<file path="src/design/matrix_multiply_engine_macros.svh">
// Assertion macros shared by the matrix multiply engine RTL.
// Every macro expects clk_i and rst_ni in the scope where it is used.
`ifndef MATRIX_MULTIPLY_ENGINE_MACROS_SVH
`define MATRIX_MULTIPLY_ENGINE_MACROS_SVH

// Check a condition at every clock edge outside reset.
`define MME_ASSERT(lbl, cond, msg) \
  lbl: assert property (@(posedge clk_i) disable iff (!rst_ni) (cond)) else $error(msg);

// Check that a trigger is followed by a condition in the next cycle.
`define MME_ASSERT_NEXT(lbl, trig, cond, msg) \
  lbl: assert property (@(posedge clk_i) disable iff (!rst_ni) (trig) |=> (cond)) \
    else $error(msg);

`endif

</file>
<file path="src/design/mme_pkg.sv">
// Shared types and constants of the matrix multiply engine.
// No dependencies; used by mme_mac, the top level and the bench.
`default_nettype none

package mme_pkg;

  localparam int MaxDimDefault   = 16;
  localparam int FracBitsDefault = 16;

  localparam int DIM_W  = 5;   // size registers, 0..31
  localparam int IDX_W  = 4;   // row and column indexes
  localparam int MODE_W = 2;
  localparam int VAL_W  = 32;
  localparam int CFG_IDX_W = 2;
  // room for the sum of 16 full 64-bit signed products
  localparam int ACC_W  = 2 * VAL_W + IDX_W;

  localparam logic [MODE_W-1:0] MODE_WR_A = 2'd0;
  localparam logic [MODE_W-1:0] MODE_WR_B = 2'd1;
  localparam logic [MODE_W-1:0] MODE_ROW  = 2'd2;

  localparam logic [CFG_IDX_W-1:0] REG_ROWS  = 2'd0;
  localparam logic [CFG_IDX_W-1:0] REG_INNER = 2'd1;
  localparam logic [CFG_IDX_W-1:0] REG_COLS  = 2'd2;

  localparam logic [DIM_W-1:0] DIM_RESET = 5'd16;

  localparam logic signed [VAL_W-1:0] Q_MAX = 32'sh7FFF_FFFF;
  localparam logic signed [VAL_W-1:0] Q_MIN = 32'sh8000_0000;

  // Tag that travels with each multiply-accumulate slot.
  typedef struct packed {
    logic             vld;
    logic             first;    // first term of a column
    logic             last;     // last term of a column
    logic             row_end;  // last term of the last column
    logic             zero;     // empty inner size, force product to zero
    logic [IDX_W-1:0] col;
  } mme_tag_t;

endpackage

`default_nettype wire

</file>
<file path="src/design/mme_mac.sv">
// Shared multiply-accumulate unit: product, accumulate, shift and saturate.
// Depends on mme_pkg and matrix_multiply_engine_macros.svh.
`default_nettype none

`include "matrix_multiply_engine_macros.svh"

module mme_mac #(
  parameter int FRAC_BITS = mme_pkg::FracBitsDefault
) (
  input  wire logic                            clk_i,
  input  wire logic                            rst_ni,
  input  wire mme_pkg::mme_tag_t               tag_i,
  input  wire logic signed [mme_pkg::VAL_W-1:0] a_i,
  input  wire logic signed [mme_pkg::VAL_W-1:0] b_i,
  output logic                                 out_vld_o,
  output logic [mme_pkg::IDX_W-1:0]            out_col_o,
  output logic signed [mme_pkg::VAL_W-1:0]     out_value_o,
  output logic                                 out_sat_o,
  output logic                                 out_last_o
);

  import mme_pkg::*;

  mme_tag_t tag1_q, tag2_q, tag3_q;

  logic signed [2*VAL_W-1:0] prod_d, prod_q;
  logic signed [ACC_W-1:0]   acc_base, prod_ext, acc_d, acc_q;
  logic signed [ACC_W-1:0]   shifted;
  logic                      fits;
  logic                      fin;

  logic                      out_vld_q, out_sat_q, out_last_q;
  logic [IDX_W-1:0]          out_col_q;
  logic signed [VAL_W-1:0]   out_value_q, value_d;

  // tag moves along with the RAM read, the product and the sum
  always_ff @(posedge clk_i or negedge rst_ni) begin
    if (!rst_ni) begin
      tag1_q    <= '0;
      tag2_q    <= '0;
      tag3_q    <= '0;
      out_vld_q <= 1'b0;
    end else begin
      tag1_q    <= tag_i;
      tag2_q    <= tag1_q;
      tag3_q    <= tag2_q;
      out_vld_q <= fin;
    end
  end

  always_comb begin
    if (tag1_q.zero) begin
      prod_d = '0;
    end else begin
      prod_d = a_i * b_i;
    end
  end

  always_comb begin
    if (tag2_q.first) begin
      acc_base = '0;
    end else begin
      acc_base = acc_q;
    end
    prod_ext = ACC_W'(prod_q);
    acc_d    = acc_base + prod_ext;
  end

  assign shifted = acc_q >>> FRAC_BITS;
  assign fits    = (&shifted[ACC_W-1:VAL_W-1]) | ~(|shifted[ACC_W-1:VAL_W-1]);
  assign fin     = tag3_q.vld & tag3_q.last;

  always_comb begin
    if (fits) begin
      value_d = shifted[VAL_W-1:0];
    end else if (shifted[ACC_W-1]) begin
      value_d = Q_MIN;
    end else begin
      value_d = Q_MAX;
    end
  end

  always_ff @(posedge clk_i) begin
    prod_q <= prod_d;
    if (tag2_q.vld) begin
      acc_q <= acc_d;
    end
    if (fin) begin
      out_col_q   <= tag3_q.col;
      out_value_q <= value_d;
      out_sat_q   <= ~fits;
      out_last_q  <= tag3_q.row_end;
    end
  end

  assign out_vld_o   = out_vld_q;
  assign out_col_o   = out_col_q;
  assign out_value_o = out_value_q;
  assign out_sat_o   = out_sat_q;
  assign out_last_o  = out_last_q;

  `MME_ASSERT(a_sat_clamped, !out_vld_q || !out_sat_q || out_value_q == Q_MAX || out_value_q == Q_MIN, "saturated result not at a clamp value")
  `MME_ASSERT_NEXT(a_col_contiguous, tag2_q.vld && !tag2_q.last, tag2_q.vld && !tag2_q.first, "column terms not back to back")

endmodule

`default_nettype wire

</file>
<file path="config.mk">
export PLATFORM = sky130hd
export DESIGN_NAME = mme_mac
export DESIGN_NICKNAME = d
export VERILOG_FILES = /design/src/design/mme_pkg.sv /design/src/design/mme_mac.sv
export VERILOG_INCLUDE_DIRS = /design/src /design/src/design
export SDC_FILE = /design/constraint.sdc
export NUM_CORES = 2
export LEC_CHECK = 0
export BUFFER_PORTS_ARGS = -buffer_cell sky130_fd_sc_hd__buf_2
export CAP_MARGIN = 25
export CORE_UTILIZATION = 60
export CTS_CLUSTER_SIZE = 40
export DETAILED_ROUTE_END_ITERATION = 7
export GPL_ROUTABILITY_DRIVEN = 0
export PLACE_DENSITY = 0.87
export SLEW_MARGIN = 5
export SYNTH_ARGS = -nofsm -noshare
export SYNTH_HDL_FRONTEND = slang
export SYNTH_SLANG_ARGS = --single-unit
</file>
<file path="constraint.sdc">
create_clock -name clk_i -period 6.4 [get_ports clk_i]
set_clock_uncertainty 0.15 [all_clocks]
set_input_delay 1.28 -clock clk_i [delete_from_list [all_inputs] [get_ports clk_i]]
set_output_delay 1.28 -clock clk_i [all_outputs]
set_load 0.02 [all_outputs]
</file>
Yosys cells after proc, flatten, opt, wreduce, memory -nomap -nowiden. Index checks and enable logic that the tools add are counted.

Register bits after elaboration: 195. Output and inout port bits: 39.

$add $sub $neg: 1. Multipliers: 1. Mux-type cells: 3. Bitwise logic cells: 4. Reduce and logical (&&, ||, !) cells: 2.

Operator list (count): $add A68 B64 Y68 (1); $mux W68 (1); $mul A32 B32 Y64 (1); $mux W32 (2); $reduce_and A21 Y1 (1); $reduce_or A21 Y1 (1); $not A1 Y1 (2); $and A1 B1 Y1 (1); $or A1 B1 Y1 (1).

Logic depth before layout (Yosys ltp).
Depth in word-level cells: 4. Depth in mapped cells: 29. Mapped depth without buffers: 27.

Least setup slack after synthesis. No wires, ideal clock.

Path kind: input to register. Start point: in a_i[31] in the netlist's numbering. End point: reg prod_q[61]. Setup time: 0.128 ns. Arrival: 8.489 ns. Slack: -2.366 ns. Stages: 28. Cell sequence: clkbuf_1 nand2_1 inv_1 fa_1 inv_1 fa_1 inv_1 fa_1 fa_1 inv_1 fa_1 inv_1 fa_1 inv_1 fa_1 inv_1 fa_1 ha_1 a21o_1 a21oi_1 o21bai_1 a21o_1 a21o_1 a21o_1 a211oi_1 o31ai_1 xnor2_1 nor2_1.

Word-level cells in the longest chain between the ends: 1.

RTL lines: start: declaration (line mme_mac.sv:13) `input wire logic signed [mme_pkg::VAL_W-1:0] a_i,`; $mul A32 B32 Y64 (line mme_mac.sv:55) `prod_d = a_i * b_i;`; end signal: assignment (line mme_mac.sv:84) `prod_q <= prod_d;`; end: declaration (line mme_mac.sv:26) `logic signed [2*VAL_W-1:0] prod_d, prod_q;`.

No other way between the ends. A chain may end at the register's enable or synchronous reset.

Worst setup path after layout.
Start point: in a_i[21] in the netlist's numbering. End point: reg prod_q[62].

Same word-level chain as after synthesis.

==> metrics.yaml <==
placement:
  hpwl_mm: 106
  port_buffers: 113
  dpl_worst_slack_ns: -2.36
  placed_cell_area_sq_um: 52200
timing:
  post-route-period-util: 1.46
  layout_min_cycle_time_ns: 9.34
  holdWs_ns: 0.197
  finalWorstSetupSlack_ns: -2.94
  finalHoldViolCount: 0
  rsz0062_at_grt: "yes"
  clock.fmax_mhz: 107
  max_slew.worst_pin.slew_ns: 1.46
  setup-tns-final_ns: -89.16
  drv_slew: 0
  setup_viol: 53
  slew_headroom: 0.0204
setup_path:
  cp_common_cell: "fa_1"
  timing.rr.start: "tag2_q[7]"
  cpLargestDelayFamily: "adder cells"
  cp_data_required_time_ns: 6.56
  cp.arrival_ns: 9.50
  critPathMaxStageDelay_ns: 0.85
  slowest_stage: "a2111oi_4"
  startpoint_type: "input port"
  startpoint: "a_i[21]"
  critPathMaxFanout: 14
  cp_num_buf_inv: 5
  cp_cell_sequence: "buf_6 -> and2_1 -> fa_1 -> fa_1 -> inv_2 -> fa_1 -> fa_1 -> inv_2 -> fa_1 -> fa_2 -> fa_1 -> inv_2 -> fa_1 -> inv_2 -> ha_4 -> a21o_4 -> a2111oi_4 -> o31ai_2 -> a21oi_2 -> o41a_4 -> o211ai_4 -> a2111oi_4 -> xor2_1 -> nor2_1"
  worst_setup_path_end_kind: "register"
  worstSetupPathType: "input port to register"
floorplan:
  die-area_sq_um: 79100
  io-pin-count: 114
  fp.dieW_um: 281
  die_h_um: 281
  row_count: 102
  initial_core_util: 0.605
  coreArea_sq_um: 77300
cells_and_area:
  layout-area-overhead-vs-synth_pct: 21.7
  drive_gt1_frac: 0.237
  nNetsFinal: 6783
  finish.instance_area_sq_um: 56900
  regArea_sq_um: 5090
  multi_input_area_sq_um: 39300
  nFillCells: 4147
yosys:
  syn-cell-area_sq_um: 46800
  syn_avg_cell_area_sq_um: 9.56
  syn_inst: 4893
  ys_types: 87
  async_reset_ff_frac: 0.128
  synth_seq_cells: 195
  yosysMostFrequentCell: "fa_1"
  synth_nets: 6302
  yosysWarnings: 0
  synth-edff-count: 106
  synthTopCellsByArea: "fa_1 46%, inv_1 8.0%, and2_1 7.0%"
  synth-seq-area-share: 0.109
  synthFlopType: "edfxtp_1"
  ys_top_cells_by_count: "1083 x fa_1, 997 x inv_1, 558 x nand2_1, 527 x and2_1, 251 x ha_1"
  yosys.area.top_type: "fa_1"
  yosys.area.top_type_share: 0.464
routing:
  vias: 42900
  firstDrtPassIters: 8
  initialDrtViolationCount: 7195
  drcViolationCount: 213
  routed_via_density: 6.67
  wirelength_mm: 187
  wl_per_cell_um: 29.1
  ant_nets: 0
global_route:
  antenna_found_initial: 20
  grt_util_met2: 0.673
  gr-max-usage-layer: "met2"
  gr-total-overflow: 0
  gr-usage-met3: 0.145
  first_global_vias: 46100
  track_usage: 0.419
  globalRouteMet1Util: 0.426
  grt_max_degree: 70
  grt_pass1_wl_mm: 250
clocking:
  clk_latency_ns: 0.46
  clk_pin_slew_ns: 0.09
  clockBufferDepth: 2
  numCtsBuffers: 17
  htreeDepth: 4
  cts-root-buf: "clkbuf_16"
  cts_tree: "yes"
  cts_sinks: 195
min_path:
  hold_class: "register to register"
  hp-start: "tag2_q[5]"
outcome:
  violations: "DRC, capacitance limit, setup timing"
  outcome: "finished with violations"
flow_run:
  maxCapViolCount: 1
-- placed cells by master, fill, tap and decap left out, types with 45 or more instances in the layout --
master    Yosys  layout
xnor2_1      81      64
buf_12        0      57
edfxtp_1    106     106
inv_2         0      49
nor2b_1      93      90
buf_6         1     112
and2_4        0      45
fa_2          0     105
inv_1       997     941
ha_1        251     205
nor2_1      135     126
dfxtp_1      64      64
a21o_1      102     101
buf_2        10      52
and2_1      527     478
a21oi_1     135      94
buf_4         2     473
nand2_1     558     512
fa_1       1083     978
-- final cells by class --
cell class | instances | area share
clock buffer | 20 | 0.00802
tap | 1040 | 0.0229
antenna | 16 | 0.000703
timing repair buffer | 726 | 0.121
multi-input combinational | 3437 | 0.690
sequential | 195 | 0.0895
inverter | 997 | 0.0661
clock inverter | 12 | 0.00198
-- final timing paths --
path	endpoint	slack, ns	depth (start not counted)
worst min register to register	tag3_q[5]	0.20	0
worst min-delay path	tag3_q[5]	0.20	0
max in group asynchronous	tag1_q[4]	5.05	1
worst max-delay path	prod_q[62]	-2.94	24
worst max register to register	acc_q[60]	1.54	13
min in group asynchronous	tag2_q[0]	0.65	1
-- flip-flops by register name, indices dropped and copies added (netlist names) --
signal,flops
out_vld_o,1
out_sat_o,1
out_value_o,32
tag2_q,8
out_col_o,4
out_last_o,1
prod_q,64
acc_q,68
tag1_q,9
tag3_q,7
-- stage by stage --
| step | instances | utilization |
|---|---|---|
| global placement | 6257 | 0.675 |
| finish | 6443 | 0.736 |
| CTS | 6395 | 0.722 |
| floorplan | 4893 | - |
| detailed placement | 6258 | 0.675 |
| global route | 6433 | 0.736 |
-- cell families after synthesis --
logic type	Yosys count	share of synthesized area
muxes	1	0.000241
buffers and inverters	1261	0.103
DFF	195	0.109
AOI/OAI and AO/OA	498	0.0734
xor gates and xnor gates	129	0.0242
and+or+nand+nor	1475	0.160
adders and majority gates	1334	0.531
-- worst register-to-register path, cell delays in order, from the launching register on --
cell	delay (ns)
dfrtp_2	0.71
buf_4	0.58
nor2b_1	0.15
ha_1	0.45
and4_1	0.32
and2_1	0.21
nand4_1	0.16
nor2_1	0.15
a311oi_1	0.07
a21boi_2	0.24
o31ai_1	0.72
a221o_1	0.37
a41oi_2	0.17
xnor2_1	0.17
-- what timing repair did --
action                     4_1_cts  5_1_grt
hold buffers                     0        0
setup endpoints to repair       53       54
gates cloned                    10        0
setup buffers                  104       37
pin swaps                      259      139
gates resized for setup        505      215
-- metal layers --
layer | vias up | wire length [um]
li1 | 15700 | -
met1 | 20100 | 51100
met2 | 4721 | 79400
met3 | 2391 | 30300
met4 | 32 | 25600
met5 | - | 850
Power is not shown: default switching activity piles up to over one toggle a cycle in this logic, so the estimate is an artifact.
